===== src/sv/four_axis_stepper_pulse_controller_top_assert.svh =====
// Assertion macros for the stepper pulse controller top level.
`ifndef FOUR_AXIS_STEPPER_PULSE_CONTROLLER_TOP_ASSERT_SVH
`define FOUR_AXIS_STEPPER_PULSE_CONTROLLER_TOP_ASSERT_SVH

// Same-cycle implication, sampled on clk, off during reset.
`define SPC_ASSERT_IMP(lbl, ante, cons) \
  lbl: assert property (@(posedge clk) disable iff (!rst_n) (ante) |-> (cons)) \
    else $error("spc: same-cycle check failed");

// Next-cycle implication, sampled on clk, off during reset.
`define SPC_ASSERT_NXT(lbl, ante, cons) \
  lbl: assert property (@(posedge clk) disable iff (!rst_n) (ante) |=> (cons)) \
    else $error("spc: next-cycle check failed");

`endif


===== src/sv/spc_pkg.sv =====
package spc_pkg;

  localparam int AXES         = 4;
  localparam int AXIS_BITS    = $clog2(AXES);
  localparam int COUNT_BITS   = 20;
  localparam int TIME_BITS    = 16;
  localparam int DELTA_BITS   = 16;
  localparam int PROD_BITS    = TIME_BITS + DELTA_BITS;
  localparam int DIV_CNT_BITS = $clog2(PROD_BITS);

  localparam int CFG_BITS     = 20;
  localparam int CFG_IDX_BITS = 2;

  localparam int Q_DEPTH    = 2;
  localparam int Q_PTR_BITS = $clog2(Q_DEPTH);
  localparam int Q_CNT_BITS = $clog2(Q_DEPTH + 1);

  localparam logic [TIME_BITS-1:0]  TIME_MAX         = '1;
  localparam logic [TIME_BITS-1:0]  MIN_PERIOD_RST   = TIME_BITS'(500);
  localparam logic [TIME_BITS-1:0]  PULSE_HIGH_RST   = TIME_BITS'(10);
  localparam logic [TIME_BITS-1:0]  FAST_PERIOD_RST  = TIME_BITS'(300);
  localparam logic [COUNT_BITS-1:0] HOMING_COUNT_RST = COUNT_BITS'(100000);

  localparam logic [AXIS_BITS-1:0] AXIS_X = AXIS_BITS'(0);
  localparam logic [AXIS_BITS-1:0] AXIS_Y = AXIS_BITS'(1);
  localparam logic [AXIS_BITS-1:0] AXIS_Z = AXIS_BITS'(2);

  typedef enum logic [2:0] {
    OP_TICK  = 3'd0,
    OP_MOVE  = 3'd1,
    OP_RUN   = 3'd2,
    OP_STOP  = 3'd3,
    OP_LIMIT = 3'd4,
    OP_HOME  = 3'd5,
    OP_CLEAR = 3'd6,
    OP_NONE  = 3'd7
  } op_t;

  typedef enum logic [1:0] {
    MODE_RUN    = 2'd0,
    MODE_HOMING = 2'd1,
    MODE_HOMED  = 2'd2,
    MODE_ERROR  = 2'd3
  } mode_t;

  typedef enum logic [CFG_IDX_BITS-1:0] {
    REG_MIN_PERIOD   = 2'd0,
    REG_PULSE_HIGH   = 2'd1,
    REG_FAST_PERIOD  = 2'd2,
    REG_HOMING_COUNT = 2'd3
  } cfg_reg_t;

  // Decoded item as it sits in the queue.
  typedef struct packed {
    op_t                    kind;
    logic [AXIS_BITS-1:0]   axis;
    logic                   direction;
    logic [COUNT_BITS-1:0]  count;
    logic [TIME_BITS-1:0]   period;
    logic                   pressed;
    logic [DELTA_BITS-1:0]  mag_x;
    logic [DELTA_BITS-1:0]  mag_y;
    logic                   dir_x;
    logic                   dir_y;
    logic                   empty_move;
    logic                   div_need;
    logic                   div_x;
    logic [DELTA_BITS-1:0]  larger;
    logic [DELTA_BITS-1:0]  smaller;
  } cmd_t;

  typedef struct packed {
    logic                  valid;
    logic                  full;
    logic [Q_CNT_BITS-1:0] count;
  } q_stat_t;

endpackage


===== src/sv/four_axis_stepper_pulse_controller_top.sv =====
// An accepted item is queued, then executed into the output register; an xy move
// whose axes differ first passes the radix-2 divider: multiply, divide, apply.
// One item per cycle while no divide is needed and the output is not stalled.
// Accepts the next item while a result waits: two-entry queue plus output register.
// Reset (rst_n low, synchronous): queue and output empty, axis state cleared,
// registers back to their reset values, mode guarded run.
`include "four_axis_stepper_pulse_controller_top_assert.svh"

module four_axis_stepper_pulse_controller_top (
  input  logic                                   clk,
  input  logic                                   rst_n,
  input  logic                                   in_valid,
  output logic                                   in_ready,
  input  logic [2:0]                             in_op,
  input  logic signed [spc_pkg::DELTA_BITS-1:0]  in_delta_x,
  input  logic signed [spc_pkg::DELTA_BITS-1:0]  in_delta_y,
  input  logic [spc_pkg::AXIS_BITS-1:0]          in_axis,
  input  logic                                   in_direction,
  input  logic [spc_pkg::COUNT_BITS-1:0]         in_count,
  input  logic [spc_pkg::TIME_BITS-1:0]          in_period,
  input  logic                                   in_switch_level,
  output logic                                   out_valid,
  input  logic                                   out_ready,
  output logic [spc_pkg::AXES-1:0]               out_step_lines,
  output logic [spc_pkg::AXES-1:0]               out_direction_lines,
  output logic [spc_pkg::AXES-1:0]               out_enable_lines,
  output logic [1:0]                             out_mode,
  output logic                                   out_xy_busy,
  output logic                                   out_all_idle,
  input  logic                                   cfg_we,
  input  logic [spc_pkg::CFG_IDX_BITS-1:0]       cfg_index,
  input  logic [spc_pkg::CFG_BITS-1:0]           cfg_data
);

  spc_pkg::q_stat_t q_stat;
  spc_pkg::cmd_t    push_cmd;
  spc_pkg::cmd_t    head;
  logic             q_push;
  logic             q_pop;
  logic             err_shown;

  spc_front u_front (
    .in_valid        (in_valid),
    .in_ready        (in_ready),
    .in_op           (in_op),
    .in_delta_x      (in_delta_x),
    .in_delta_y      (in_delta_y),
    .in_axis         (in_axis),
    .in_direction    (in_direction),
    .in_count        (in_count),
    .in_period       (in_period),
    .in_switch_level (in_switch_level),
    .q_stat          (q_stat),
    .push            (q_push),
    .push_cmd        (push_cmd)
  );

  spc_queue u_queue (
    .clk      (clk),
    .rst_n    (rst_n),
    .push     (q_push),
    .push_cmd (push_cmd),
    .pop      (q_pop),
    .head     (head),
    .q_stat   (q_stat)
  );

  spc_back u_back (
    .clk                 (clk),
    .rst_n               (rst_n),
    .cfg_we              (cfg_we),
    .cfg_index           (cfg_index),
    .cfg_data            (cfg_data),
    .head                (head),
    .q_stat              (q_stat),
    .pop                 (q_pop),
    .out_valid           (out_valid),
    .out_ready           (out_ready),
    .out_step_lines      (out_step_lines),
    .out_direction_lines (out_direction_lines),
    .out_enable_lines    (out_enable_lines),
    .out_mode            (out_mode),
    .out_xy_busy         (out_xy_busy),
    .out_all_idle        (out_all_idle)
  );

  assign err_shown = out_valid && (out_mode == spc_pkg::MODE_ERROR);

  `SPC_ASSERT_IMP(a_busy_not_idle, out_valid, !(out_xy_busy && out_all_idle))
  `SPC_ASSERT_IMP(a_error_quiet, err_shown, out_enable_lines == '0 && out_all_idle)
  `SPC_ASSERT_IMP(a_pop_nonempty, q_pop, q_stat.count != '0)
  `SPC_ASSERT_NXT(a_fill_by_push, !q_push, !$fell(in_ready))

endmodule


===== src/sv/spc_front.sv =====
module spc_front (
  input  logic                             in_valid,
  output logic                             in_ready,
  input  logic [2:0]                       in_op,
  input  logic signed [spc_pkg::DELTA_BITS-1:0] in_delta_x,
  input  logic signed [spc_pkg::DELTA_BITS-1:0] in_delta_y,
  input  logic [spc_pkg::AXIS_BITS-1:0]    in_axis,
  input  logic                             in_direction,
  input  logic [spc_pkg::COUNT_BITS-1:0]   in_count,
  input  logic [spc_pkg::TIME_BITS-1:0]    in_period,
  input  logic                             in_switch_level,
  input  spc_pkg::q_stat_t                 q_stat,
  output logic                             push,
  output spc_pkg::cmd_t                    push_cmd
);

  logic [spc_pkg::DELTA_BITS-1:0] dx;
  logic [spc_pkg::DELTA_BITS-1:0] dy;
  logic [spc_pkg::DELTA_BITS-1:0] sx;
  logic [spc_pkg::DELTA_BITS-1:0] sy;
  logic                           y_gt_x;
  logic                           x_gt_y;

  assign in_ready = !q_stat.full;
  assign push     = in_valid && in_ready;

  assign dx = $unsigned(in_delta_x);
  assign dy = $unsigned(in_delta_y);
  // two's complement magnitude; the most negative value maps to itself
  assign sx = dx[spc_pkg::DELTA_BITS-1] ? (~dx + 1'b1) : dx;
  assign sy = dy[spc_pkg::DELTA_BITS-1] ? (~dy + 1'b1) : dy;
  assign y_gt_x = sy > sx;
  assign x_gt_y = sx > sy;

  always_comb begin
    push_cmd            = '0;
    push_cmd.kind       = spc_pkg::op_t'(in_op);
    push_cmd.axis       = in_axis;
    push_cmd.direction  = in_direction;
    push_cmd.count      = in_count;
    push_cmd.period     = in_period;
    push_cmd.pressed    = in_switch_level;
    push_cmd.mag_x      = sx;
    push_cmd.mag_y      = sy;
    push_cmd.dir_x      = dx[spc_pkg::DELTA_BITS-1] || (sx == '0);
    push_cmd.dir_y      = dy[spc_pkg::DELTA_BITS-1] || (sy == '0);
    push_cmd.empty_move = (sx == '0) && (sy == '0);
    // slower axis gets a stretched period only when both axes move
    push_cmd.div_need   = (y_gt_x && (sx != '0)) || (x_gt_y && (sy != '0));
    push_cmd.div_x      = y_gt_x;
    push_cmd.larger     = y_gt_x ? sy : sx;
    push_cmd.smaller    = y_gt_x ? sx : sy;
  end

endmodule


===== src/sv/spc_queue.sv =====
module spc_queue (
  input  logic             clk,
  input  logic             rst_n,
  input  logic             push,
  input  spc_pkg::cmd_t    push_cmd,
  input  logic             pop,
  output spc_pkg::cmd_t    head,
  output spc_pkg::q_stat_t q_stat
);

  spc_pkg::cmd_t                    mem_r [spc_pkg::Q_DEPTH];
  logic [spc_pkg::Q_PTR_BITS-1:0]   wr_ptr_r, wr_ptr_nxt;
  logic [spc_pkg::Q_PTR_BITS-1:0]   rd_ptr_r, rd_ptr_nxt;
  logic [spc_pkg::Q_CNT_BITS-1:0]   cnt_r, cnt_nxt;

  localparam logic [spc_pkg::Q_PTR_BITS-1:0] PTR_LAST =
    spc_pkg::Q_PTR_BITS'(spc_pkg::Q_DEPTH - 1);

  always_comb begin
    wr_ptr_nxt = wr_ptr_r;
    rd_ptr_nxt = rd_ptr_r;
    cnt_nxt    = cnt_r;
    if (push) begin
      wr_ptr_nxt = (wr_ptr_r == PTR_LAST) ? '0 : wr_ptr_r + 1'b1;
    end
    if (pop) begin
      rd_ptr_nxt = (rd_ptr_r == PTR_LAST) ? '0 : rd_ptr_r + 1'b1;
    end
    if (push && !pop) begin
      cnt_nxt = cnt_r + 1'b1;
    end else if (pop && !push) begin
      cnt_nxt = cnt_r - 1'b1;
    end
  end

  always_ff @(posedge clk) begin
    if (push) begin
      mem_r[wr_ptr_r] <= push_cmd;
    end
  end

  always_ff @(posedge clk) begin
    if (!rst_n) begin
      wr_ptr_r <= '0;
      rd_ptr_r <= '0;
      cnt_r    <= '0;
    end else begin
      wr_ptr_r <= wr_ptr_nxt;
      rd_ptr_r <= rd_ptr_nxt;
      cnt_r    <= cnt_nxt;
    end
  end

  assign head         = mem_r[rd_ptr_r];
  assign q_stat.valid = cnt_r != '0;
  assign q_stat.full  = cnt_r == spc_pkg::Q_CNT_BITS'(spc_pkg::Q_DEPTH);
  assign q_stat.count = cnt_r;

endmodule


===== src/sv/spc_back.sv =====
module spc_back (
  input  logic                             clk,
  input  logic                             rst_n,
  input  logic                             cfg_we,
  input  logic [spc_pkg::CFG_IDX_BITS-1:0] cfg_index,
  input  logic [spc_pkg::CFG_BITS-1:0]     cfg_data,
  input  spc_pkg::cmd_t                    head,
  input  spc_pkg::q_stat_t                 q_stat,
  output logic                             pop,
  output logic                             out_valid,
  input  logic                             out_ready,
  output logic [spc_pkg::AXES-1:0]         out_step_lines,
  output logic [spc_pkg::AXES-1:0]         out_direction_lines,
  output logic [spc_pkg::AXES-1:0]         out_enable_lines,
  output logic [1:0]                       out_mode,
  output logic                             out_xy_busy,
  output logic                             out_all_idle
);

  localparam int AXES = spc_pkg::AXES;
  localparam int CB   = spc_pkg::COUNT_BITS;
  localparam int TB   = spc_pkg::TIME_BITS;
  localparam int DB   = spc_pkg::DELTA_BITS;
  localparam int PB   = spc_pkg::PROD_BITS;

  typedef enum logic [3:0] {
    ST_EXEC  = 4'b0001,
    ST_MUL   = 4'b0010,
    ST_DIV   = 4'b0100,
    ST_APPLY = 4'b1000
  } st_t;

  // configuration
  logic [TB-1:0] min_period_r, pulse_high_r, fast_period_r;
  logic [CB-1:0] homing_count_r;

  // sequencer and divider
  st_t                              st_r, st_nxt;
  spc_pkg::cmd_t                    cmd_r, cmd_nxt;
  logic [PB-1:0]                    quo_r, quo_nxt;
  logic [DB-1:0]                    rem_r, rem_nxt;
  logic [spc_pkg::DIV_CNT_BITS-1:0] cnt_r, cnt_nxt;

  // axis state
  logic [CB-1:0]      wanted_r  [AXES];
  logic [CB-1:0]      wanted_nxt[AXES];
  logic [CB-1:0]      issued_r  [AXES];
  logic [CB-1:0]      issued_nxt[AXES];
  logic [TB-1:0]      period_r  [AXES];
  logic [TB-1:0]      period_nxt[AXES];
  logic [TB-1:0]      elapsed_r [AXES];
  logic [TB-1:0]      elapsed_nxt[AXES];
  logic [AXES-1:0]    rtr_r, rtr_nxt;
  logic [AXES-1:0]    step_r, step_nxt;
  logic [AXES-1:0]    dir_r, dir_nxt;
  logic [AXES-1:0]    en_r, en_nxt;
  spc_pkg::mode_t     mode_r, mode_nxt;

  // output register
  logic               out_valid_r;
  logic [AXES-1:0]    out_step_r, out_dir_r, out_en_r;
  spc_pkg::mode_t     out_mode_r;
  logic               out_busy_r, out_idle_r;

  logic               slot_free;
  logic               err;
  logic               head_div;
  logic               exec_en;
  spc_pkg::cmd_t      ex_cmd;
  logic [TB-1:0]      div_sat;
  logic [TB-1:0]      px, py;
  logic [DB:0]        trial;
  logic [DB:0]        diff;
  logic               ge;
  logic [AXES-1:0]    pend;

  always_ff @(posedge clk) begin
    if (!rst_n) begin
      min_period_r   <= spc_pkg::MIN_PERIOD_RST;
      pulse_high_r   <= spc_pkg::PULSE_HIGH_RST;
      fast_period_r  <= spc_pkg::FAST_PERIOD_RST;
      homing_count_r <= spc_pkg::HOMING_COUNT_RST;
    end else if (cfg_we) begin
      case (spc_pkg::cfg_reg_t'(cfg_index))
        spc_pkg::REG_MIN_PERIOD:   min_period_r   <= cfg_data[TB-1:0];
        spc_pkg::REG_PULSE_HIGH:   pulse_high_r   <= cfg_data[TB-1:0];
        spc_pkg::REG_FAST_PERIOD:  fast_period_r  <= cfg_data[TB-1:0];
        spc_pkg::REG_HOMING_COUNT: homing_count_r <= cfg_data[CB-1:0];
        default: ;
      endcase
    end
  end

  assign slot_free = !out_valid_r || out_ready;
  assign err       = mode_r == spc_pkg::MODE_ERROR;
  assign head_div  = (head.kind == spc_pkg::OP_MOVE) && !err && head.div_need;
  assign ex_cmd    = (st_r == ST_APPLY) ? cmd_r : head;

  assign div_sat = (|quo_r[PB-1:TB]) ? spc_pkg::TIME_MAX : quo_r[TB-1:0];
  assign px = (st_r == ST_APPLY &&  cmd_r.div_x) ? div_sat : min_period_r;
  assign py = (st_r == ST_APPLY && !cmd_r.div_x) ? div_sat : min_period_r;

  // restoring divide, one quotient bit per cycle
  assign trial = {rem_r, quo_r[PB-1]};
  assign diff  = trial - {1'b0, cmd_r.smaller};
  assign ge    = trial >= {1'b0, cmd_r.smaller};

  always_comb begin
    st_nxt  = st_r;
    cmd_nxt = cmd_r;
    quo_nxt = quo_r;
    rem_nxt = rem_r;
    cnt_nxt = cnt_r;
    pop     = 1'b0;
    exec_en = 1'b0;
    case (st_r)
      ST_EXEC: begin
        if (q_stat.valid && slot_free) begin
          pop = 1'b1;
          if (head_div) begin
            cmd_nxt = head;
            st_nxt  = ST_MUL;
          end else begin
            exec_en = 1'b1;
          end
        end
      end
      ST_MUL: begin
        quo_nxt = PB'(min_period_r) * PB'(cmd_r.larger);
        rem_nxt = '0;
        cnt_nxt = '0;
        st_nxt  = ST_DIV;
      end
      ST_DIV: begin
        quo_nxt = {quo_r[PB-2:0], ge};
        rem_nxt = ge ? diff[DB-1:0] : trial[DB-1:0];
        cnt_nxt = cnt_r + 1'b1;
        if (cnt_r == spc_pkg::DIV_CNT_BITS'(PB - 1)) begin
          st_nxt = ST_APPLY;
        end
      end
      ST_APPLY: begin
        // output slot was emptied when this item left the queue
        exec_en = 1'b1;
        st_nxt  = ST_EXEC;
      end
      default: st_nxt = ST_EXEC;
    endcase
  end

  always_comb begin
    logic [TB-1:0] tick_e;
    wanted_nxt  = wanted_r;
    issued_nxt  = issued_r;
    period_nxt  = period_r;
    elapsed_nxt = elapsed_r;
    rtr_nxt     = rtr_r;
    step_nxt    = step_r;
    dir_nxt     = dir_r;
    en_nxt      = en_r;
    mode_nxt    = mode_r;
    tick_e      = '0;
    if (exec_en) begin
      case (ex_cmd.kind)
        spc_pkg::OP_TICK: begin
          for (int a = 0; a < AXES; a++) begin
            tick_e = (elapsed_r[a] == spc_pkg::TIME_MAX) ? elapsed_r[a]
                                                         : elapsed_r[a] + 1'b1;
            elapsed_nxt[a] = tick_e;
            if ((issued_r[a] < wanted_r[a]) && (tick_e > pulse_high_r)) begin
              if (rtr_r[a]) begin
                rtr_nxt[a]     = 1'b0;
                elapsed_nxt[a] = '0;
                step_nxt[a]    = 1'b1;
                issued_nxt[a]  = issued_r[a] + 1'b1;
              end else if (tick_e > period_r[a]) begin
                rtr_nxt[a]     = 1'b1;
                elapsed_nxt[a] = '0;
                step_nxt[a]    = 1'b0;
              end
            end
          end
        end
        spc_pkg::OP_MOVE: begin
          if (!err && !ex_cmd.empty_move) begin
            en_nxt[spc_pkg::AXIS_X]     = 1'b1;
            dir_nxt[spc_pkg::AXIS_X]    = ex_cmd.dir_x;
            wanted_nxt[spc_pkg::AXIS_X] = CB'(ex_cmd.mag_x);
            issued_nxt[spc_pkg::AXIS_X] = '0;
            period_nxt[spc_pkg::AXIS_X] = px;
            en_nxt[spc_pkg::AXIS_Y]     = 1'b1;
            dir_nxt[spc_pkg::AXIS_Y]    = ex_cmd.dir_y;
            wanted_nxt[spc_pkg::AXIS_Y] = CB'(ex_cmd.mag_y);
            issued_nxt[spc_pkg::AXIS_Y] = '0;
            period_nxt[spc_pkg::AXIS_Y] = py;
          end
        end
        spc_pkg::OP_RUN: begin
          if (!err) begin
            en_nxt[ex_cmd.axis]     = 1'b1;
            dir_nxt[ex_cmd.axis]    = ex_cmd.direction;
            wanted_nxt[ex_cmd.axis] = ex_cmd.count;
            issued_nxt[ex_cmd.axis] = '0;
            period_nxt[ex_cmd.axis] = ex_cmd.period;
          end
        end
        spc_pkg::OP_STOP: begin
          wanted_nxt[ex_cmd.axis] = '0;
          issued_nxt[ex_cmd.axis] = '0;
          en_nxt[ex_cmd.axis]     = 1'b0;
        end
        spc_pkg::OP_LIMIT: begin
          if (ex_cmd.pressed) begin
            if (mode_r == spc_pkg::MODE_HOMING) begin
              // homing chain: x limit hands over to y, y to z, z finishes
              if (ex_cmd.axis == spc_pkg::AXIS_X) begin
                wanted_nxt[spc_pkg::AXIS_X] = '0;
                issued_nxt[spc_pkg::AXIS_X] = '0;
                en_nxt[spc_pkg::AXIS_X]     = 1'b0;
                en_nxt[spc_pkg::AXIS_Y]     = 1'b1;
                dir_nxt[spc_pkg::AXIS_Y]    = 1'b1;
                wanted_nxt[spc_pkg::AXIS_Y] = homing_count_r;
                issued_nxt[spc_pkg::AXIS_Y] = '0;
                period_nxt[spc_pkg::AXIS_Y] = fast_period_r;
              end else if (ex_cmd.axis == spc_pkg::AXIS_Y) begin
                wanted_nxt[spc_pkg::AXIS_Y] = '0;
                issued_nxt[spc_pkg::AXIS_Y] = '0;
                en_nxt[spc_pkg::AXIS_Y]     = 1'b0;
                en_nxt[spc_pkg::AXIS_Z]     = 1'b1;
                dir_nxt[spc_pkg::AXIS_Z]    = 1'b1;
                wanted_nxt[spc_pkg::AXIS_Z] = homing_count_r;
                issued_nxt[spc_pkg::AXIS_Z] = '0;
                period_nxt[spc_pkg::AXIS_Z] = fast_period_r;
              end else if (ex_cmd.axis == spc_pkg::AXIS_Z) begin
                wanted_nxt[spc_pkg::AXIS_Z] = '0;
                issued_nxt[spc_pkg::AXIS_Z] = '0;
                en_nxt[spc_pkg::AXIS_Z]     = 1'b0;
                mode_nxt                    = spc_pkg::MODE_HOMED;
              end
            end else if (mode_r == spc_pkg::MODE_RUN) begin
              mode_nxt = spc_pkg::MODE_ERROR;
              for (int a = 0; a < AXES; a++) begin
                wanted_nxt[a] = '0;
                issued_nxt[a] = '0;
              end
              en_nxt = '0;
            end
          end
        end
        spc_pkg::OP_HOME: begin
          if (!err) begin
            mode_nxt                    = spc_pkg::MODE_HOMING;
            en_nxt[spc_pkg::AXIS_X]     = 1'b1;
            dir_nxt[spc_pkg::AXIS_X]    = 1'b0;
            wanted_nxt[spc_pkg::AXIS_X] = homing_count_r;
            issued_nxt[spc_pkg::AXIS_X] = '0;
            period_nxt[spc_pkg::AXIS_X] = fast_period_r;
          end
        end
        spc_pkg::OP_CLEAR: begin
          if (err) begin
            mode_nxt = spc_pkg::MODE_RUN;
          end
        end
        default: ;
      endcase
    end
  end

  always_comb begin
    for (int a = 0; a < AXES; a++) begin
      pend[a] = issued_nxt[a] < wanted_nxt[a];
    end
  end

  always_ff @(posedge clk) begin
    if (!rst_n) begin
      st_r    <= ST_EXEC;
      mode_r  <= spc_pkg::MODE_RUN;
      rtr_r   <= '1;
      step_r  <= '0;
      dir_r   <= '0;
      en_r    <= '0;
      for (int a = 0; a < AXES; a++) begin
        wanted_r[a]  <= '0;
        issued_r[a]  <= '0;
        period_r[a]  <= spc_pkg::MIN_PERIOD_RST;
        elapsed_r[a] <= '0;
      end
    end else begin
      st_r      <= st_nxt;
      mode_r    <= mode_nxt;
      rtr_r     <= rtr_nxt;
      step_r    <= step_nxt;
      dir_r     <= dir_nxt;
      en_r      <= en_nxt;
      wanted_r  <= wanted_nxt;
      issued_r  <= issued_nxt;
      period_r  <= period_nxt;
      elapsed_r <= elapsed_nxt;
    end
  end

  always_ff @(posedge clk) begin
    cmd_r <= cmd_nxt;
    quo_r <= quo_nxt;
    rem_r <= rem_nxt;
    cnt_r <= cnt_nxt;
  end

  always_ff @(posedge clk) begin
    if (!rst_n) begin
      out_valid_r <= 1'b0;
    end else if (exec_en) begin
      out_valid_r <= 1'b1;
    end else if (out_ready) begin
      out_valid_r <= 1'b0;
    end
  end

  always_ff @(posedge clk) begin
    if (exec_en) begin
      out_step_r <= step_nxt;
      out_dir_r  <= dir_nxt;
      out_en_r   <= en_nxt;
      out_mode_r <= mode_nxt;
      out_busy_r <= pend[spc_pkg::AXIS_X] || pend[spc_pkg::AXIS_Y];
      out_idle_r <= !(|pend);
    end
  end

  assign out_valid           = out_valid_r;
  assign out_step_lines      = out_step_r;
  assign out_direction_lines = out_dir_r;
  assign out_enable_lines    = out_en_r;
  assign out_mode            = out_mode_r;
  assign out_xy_busy         = out_busy_r;
  assign out_all_idle        = out_idle_r;

endmodule


===== config.mk =====
export PLATFORM = sky130hd
export DESIGN_NAME = four_axis_stepper_pulse_controller_top
export DESIGN_NICKNAME = d
export VERILOG_FILES = /design/src/sv/spc_pkg.sv /design/src/sv/four_axis_stepper_pulse_controller_top.sv /design/src/sv/spc_front.sv /design/src/sv/spc_queue.sv /design/src/sv/spc_back.sv
export VERILOG_INCLUDE_DIRS = /design/src /design/src/sv
export SDC_FILE = /design/constraint.sdc
export NUM_CORES = 2
export LEC_CHECK = 0
export BUFFER_PORTS_ARGS = -buffer_cell sky130_fd_sc_hd__buf_2
export CAP_MARGIN = 30
export CELL_PAD_IN_SITES_DETAIL_PLACEMENT = 1
export CELL_PAD_IN_SITES_GLOBAL_PLACEMENT = 1
export CORE_ASPECT_RATIO = 0.9
export CORE_MARGIN = 1
export CORE_UTILIZATION = 54
export CTS_CLUSTER_DIAMETER = 100
export DETAILED_ROUTE_END_ITERATION = 10
export GPL_ROUTABILITY_DRIVEN = 0
export PLACE_DENSITY = 0.87
export SYNTH_ARGS = -nofsm -noshare
export SYNTH_HDL_FRONTEND = slang
export SYNTH_SLANG_ARGS = --single-unit

===== constraint.sdc =====
create_clock -name clk -period 24.2 [get_ports clk]
set_clock_uncertainty 0.15 [all_clocks]
set_input_delay 6.05 -clock clk [delete_from_list [all_inputs] [get_ports clk]]
set_output_delay 6.05 -clock clk [all_outputs]
set_load 0.005 [all_outputs]

Word-level counts from Yosys, hierarchy flattened. Memory sizes are Yosys's and may differ from the RTL's. A register that Yosys moved wholly into a read port is not among the register bits. Cells that the tools add are included.

Register bits: 564. Bits in writable memories: 224. Input port bits: 102. Memories: 1.

Memories: u_queue.mem_r (words 2, width 112, read ports 1, clocked after Yosys merged registers in 1, wr ports 1, RTL line spc_queue.sv:11) `spc_pkg::cmd_t mem_r [spc_pkg::Q_DEPTH];`.

$add $sub $neg: 16. $mul: 1. $lt $le $gt $ge: 23. Equal/unequal tests: 35. Multiplexer cells: 171. Bitwise logic cells: 10. Reduce and logical (&&, ||, !) cells: 63.

Operator list (number): 80-bit 2-to-1 mux (8); 20-bit 2-to-1 mux (25); 16-bit 2-to-1 mux (29); 20-bit case mux with 5 select lines (2); 80-bit bitwise AND (2); 16-bit greater-than comparator (10); 20-bit < comparator (8); 40-bit case mux with 4 select lines (1); 60-bit 2-to-1 mux (2); 20-bit case mux with 6 select lines (1); 40-bit case mux with 3 select lines (1); 112-bit 2-to-1 mux (1); 16-bit by 1-bit adder with 16-bit output (second input constant) (6); 32-bit 2-to-1 mux (3); 16-bit case mux with 3 select lines (2); 20-bit by 1-bit adder with 20-bit output (second input constant) (4); 80-bit bitwise mux (1); 40-bit 2-to-1 mux (2); 80-bit inverter (1); 20-bit case mux with 4 select lines (1); 64-bit bitwise mux (1); 16-bit == test (second input constant) (4); 64-bit 2-to-1 mux (1); 16-bit case mux with 2 select lines (2); 60 further kinds (201).

Logic depth before layout (Yosys ltp).
Depth after elaboration: 15. Mapped depth: 32. Gate-level depth less buffers: 30.

Cells and area by module. Synthesis repeated with hierarchy kept, for this count alone.

Cells, all modules: 5698. Area total of the unflattened synthesis: 52359.0 um^2.

By module, submodules not included: spc_back (instances 1, cells an instance 5040, area an instance 42208.0 um^2); spc_queue (instances 1, cells an instance 370, area an instance 8291.7 um^2); spc_front (instances 1, cells an instance 288, area an instance 1859.3 um^2).

Worst setup path after synthesis. OpenSTA, ideal clock, no wires.

Kind: input port to flip-flop. From: input port out_ready. To: register u_back.cmd_r[0] (netlist bit) (enable). Library setup time: 583 ps. Arrival: 11030 ps. Slack: 12437 ps. Cell stages on the path: 3. Path buffers: 0. Cell sequence: nand2b_1 o211ai_1 nor2_1.

Longest elaborated chain between the ends: 3.

RTL lines: from (decl) (RTL line four_axis_stepper_pulse_controller_top.sv:23) `input logic out_ready,`; 1-bit logical OR (RTL line spc_back.sv:94) `assign slot_free = !out_valid_r || out_ready;`; 1-bit logical AND (RTL line spc_back.sv:118) `if (q_stat.valid && slot_free) begin`; 3-bit AND reduction (no line); to (signal assigned) (RTL line spc_back.sv:305) `cmd_r <= cmd_nxt;`; to (decl) (RTL line spc_back.sv:39) `spc_pkg::cmd_t cmd_r, cmd_nxt;`.

No other way between the ends. A chain may end at the register's enable or synchronous reset.

Worst setup path in the final report.
From: input port out_ready. To: register u_back.out_idle_r (netlist: u_back.out_all_idle) (data pin).

Longest elaborated chain between the ends: 8. Elaborated cells on any way between the ends: 12. Classes of those cells: order compare (4); mux (4); reduce/logical (4).

RTL lines: 1-bit logical OR (*) (RTL line spc_back.sv:94); 1-bit logical AND (*) (RTL line spc_back.sv:118); 1-bit 2-to-1 mux (*) (RTL line spc_back.sv:118); 1-bit case mux with 2 select lines (*) (RTL line spc_back.sv:116) `case (st_r)`; 80-bit 2-to-1 mux (RTL line spc_back.sv:163) `if (exec_en) begin`; 20-bit < comparator (RTL line spc_back.sv:272) `pend[a] = issued_nxt[a] < wanted_nxt[a];`; 4-bit OR reduction (*) (RTL line spc_back.sv:328) `out_idle_r <= !(|pend);`; 1-bit zero test (*) (RTL line spc_back.sv:328); to (signal assigned) (RTL line spc_back.sv:328); to (decl) (RTL line spc_back.sv:63) `logic out_busy_r, out_idle_r;`.

Every way passes the cells marked *; elsewhere a longest branch is shown, timed or not.

==> metrics.csv <==
stage,metric,value,unit
cts,cts_tree,built,
synthesis,synth_most_common_cell,nand2_1,
power,share_comb_of_total_power,41.7,%
setup_path,end_kind,register,
place,dp_slack,12390,ps
setup_path,cp-start-kind,primary input,
power,leakage,23.85,nW
setup_path,cpMaxStageDelayCell,and2_1,
die,die_w,328.0,microns
setup_path,cpMostUsedCell,a21oi_1,
detailed_routing,drtPass1Iterations,11,
setup_path,crit_buf_inv,1,
die,placementRows,107,
power,p_per_area,93.08,nW/um^2
finish,finalNonFillerCells,6914,
synthesis,synthDominantCellAreaShare,23.49,%
synthesis,yosys_warnings,0,
die,design.die.area,96870,sq um
setup_path,worstPathRequired,24470,ps
sta,maxSlewViolCount,0,
setup_path,slowest_delay,700,ps
synthesis,synth.distinct_cells,103,
cts,post_cts_buffers,0,
global_route,antenna_found_initial,16,
finish,final_util,59.49,%
synthesis,synth_edf_count,404,
die,die_y,295.4,microns
detailed_routing,drtIter0Drc,5241,
place,numPortBuffers,119,
synthesis,synth_fp_nets,6293,
global_route,grt_usage,39.10,%
finish,drive_gt1_share,8.550,%
global_route,grt_pass1_wl,288.8,mm
detailed_routing,routedWlPerCell,27.57,microns
run_status,status,"finished, final reports clean",
detailed_routing,drt_wl_total,190.6,mm
cts,root_buffer,clkbuf_16,
global_route,grt.overflow.total,0,
cts,cts_max_path_buffers,3,
cts,cts_resized,0,
finish,area_growth,9.053,%
finish,n_fill_cell,10630,
setup_path,path_class,primary input to register,
detailed_routing,drtAntennaViolNets,0,
setup_path,crit_arrival,11860,ps
die,core,94650,sq um
sta,relSlewSlack,20.79,%
power,power_frac_clock,25.7,%
finish,final_nets,6305,
synthesis,yosys-top-cells-count,"nand2_1, inv_1, nor2_1",
min_path,min_path_type,register to register,
synthesis,syn_inst,5567,
power,pwr-share-seq,32.6,%
sta,rsz0062_at_grt,false,
cts,cts_buffers,84,
synthesis,ys_seq_elements,788,
sta,setup_violations,0,
detailed_routing,via_count,45630,
detailed_routing,drc,0,
sta,fmax,86.31,MHz
sta,post-route-period-util,47.88,%
cts,clock_sinks,788,
place,dp_hpwl,136.8,mm
job,cap_viol_max_count,0,
die,io_pins,120,
power,swShare,40.76,%
synthesis,async_flop_share,0,%
global_route,grt_max_degree,88,
finish,design_area,56310,sq um
sta,fin_crit,11590,ps
setup_path,rr_worst_depth,28,
power,p_switching,2.136,mW
setup_path,regToRegStartpoint,u_back.elapsed_r[32]$_SDFFE_PN0P_,
sta,postLayoutSetupSlackWorst,12610,ps
place,place_inst,6745,
power,worst_ir_drop_vdd,74.87,uV
place,dpl_cell_area,53480,sq um
detailed_routing,routed_via_density,6.599,
synthesis,synth.largest_area_cell,edfxtp_1,
finish,multi_input_area,29030,sq um
synthesis,synth.avg_cell_area,9.276,sq um
synthesis,synthFlopType,edfxtp_1,
synthesis,synth.area.top_cells,"edfxtp_1, dfxtp_1, ha_1",
min_path,hold_end,u_back.elapsed_r[14]$_SDFFE_PN0P_,
min_path,holdPathStages,2,
cts,cts_hold_buffers,0,
cts,worstSkewPairLatency,710,ps
cts,clk_pin_slew,60,ps
global_route,grt_pass1_vias,47970,
cts,cts_max_level,3,
die,initial_core_util,54.55,%
power,p_int,3.105,mW
finish,seq_area,19820,sq um
synthesis,ys_seq_area_share,38.38,%
power,power,5.241,mW
sta,worst_pin_slew,1188,ps
setup_path,rrSetupSlack,15390,ps
setup_path,critPathMaxFanout,20,
sta,setup_tns,0,ps
sta,hold_viol_final,0,
setup_path,worst_path_dominant_cell_family,compound AO/OA/AOI/OAI gates,
synthesis,syn_area,51640,sq um
setup_path,r2r-end,u_back.out_all_idle$_DFFE_PP_,
setup_path,crit_path_cell_trace,"buf_2, nand2b_1, o211ai_1, a21o_1, a22oi_2, and2_1, nand2_1, o21ai_0, a21boi_1, ha_1, a2111oi_0, o221ai_1, a21oi_1, a21oi_1, or3_1, a211o_1, nor4b_4",
min_path,worstHoldStart,u_back.elapsed_r[14]$_SDFFE_PN0P_,
sta,holdWs,301.4,ps
==> logic make-up after synthesis <==
group,count (synthesis),share of synthesized area [%]
simple gates,1870,16.98
compound gates,1203,14.81
flops,788,38.38
buf+inv,760,5.660
fa+ha+maj,624,17.95
mux,197,4.093
xor+xnor,125,2.120
==> power by group through the flow <==
stage          combinational [mW]  sequential (mW)  clock (mW)
2_1_floorplan                1.42             1.68           0
3_3_place_gp                 1.96             1.71           0
3_5_place_dp                 2.09             1.73           0
4_1_cts                      2.13             1.70        1.34
5_1_grt                      2.34             1.71        1.39
6_report                     2.19             1.71        1.35
==> state kept, by name, indices dropped and copies added, names as in the netlist, 5 cells and up, named ones only <==
signal	cells
u_back.homing_count_r	20
u_back.issued_r	80
u_back.pulse_high_r	16
u_back.wanted_r	80
u_back.period_r	64
u_back.min_period_r	16
u_back.fast_period_r	16
u_back.cmd_r	111
u_back.quo_r	32
u_queue.mem_r	224
u_back.cnt_r	5
u_back.rem_r	16
u_back.elapsed_r	64
==> worst reg2reg max path: cells and delay by family, from the launching register on <==
family                   cells  cell delay, ps
adder cells (fa/ha/maj)      3             740
XOR/XNOR                     1             190
flip-flops                   1             420
AND/OR/NAND/NOR             17            4090
AO/OA/AOI/OAI                7            3040
==> placed cells by master (no fill, tap or decap), drive strengths merged, types with 24 or more instances in the layout <==
cell / synthesis / layout
nor2b: 36 / 36
mux2: 84 / 84
o21ai: 219 / 219
a22oi: 82 / 82
a21oi: 412 / 412
edfxtp: 404 / 404
fa: 195 / 195
and4: 24 / 24
and3: 45 / 45
a221oi: 35 / 35
buf: 58 / 196
xor2: 62 / 62
nand2: 670 / 670
xnor2: 63 / 63
o21a: 39 / 39
nand2b: 31 / 31
inv: 490 / 492
nor4: 28 / 28
o31ai: 28 / 28
o211ai: 35 / 35
clkinv: 0 / 37
mux2i: 113 / 113
clkbuf: 212 / 110
nor2: 484 / 484
a211oi: 36 / 36
dfxtp: 384 / 384
nand3: 126 / 126
nand4: 81 / 81
and2: 177 / 177
nor3: 86 / 86
ha: 429 / 429
a31oi: 73 / 73
a21o: 93 / 93
==> cell type report <==
cell class / count / area share [%]
repair buffers: 196 / 2.164
clock buffers: 110 / 4.128
flip-flops and latches: 788 / 35.20
inverters: 490 / 3.280
multi-input cells: 4019 / 51.56
diodes: 12 / 0.05333
clock inverters: 46 / 0.8310
well taps: 1253 / 2.784
==> per-layer routing <==
metal,vias to the layer above,track usage (%),share of wire [%]
li1,19590,-,-
met1,22740,48.01,38
met2,2494,62.45,46
met3,787,10.17,9.9
met4,10,22.09,6.1
met5,-,0.4941,0.060
==> worst max-delay path by stage <==
stage	depth (start not counted)	endpoint	from
6_report	17	u_back.out_all_idle$_DFFE_PP_	out_ready
4_1_cts	17	u_back.out_all_idle$_DFFE_PP_	out_ready
2_1_floorplan	3	u_back.cmd_r[0]$_DFFE_PP_	out_ready
5_1_grt	17	u_back.out_all_idle$_DFFE_PP_	out_ready
3_3_place_gp	17	u_back.out_all_idle$_DFFE_PP_	out_ready
3_5_place_dp	17	u_back.out_all_idle$_DFFE_PP_	out_ready
No activity file was read; power rests on OpenSTA's default activity.
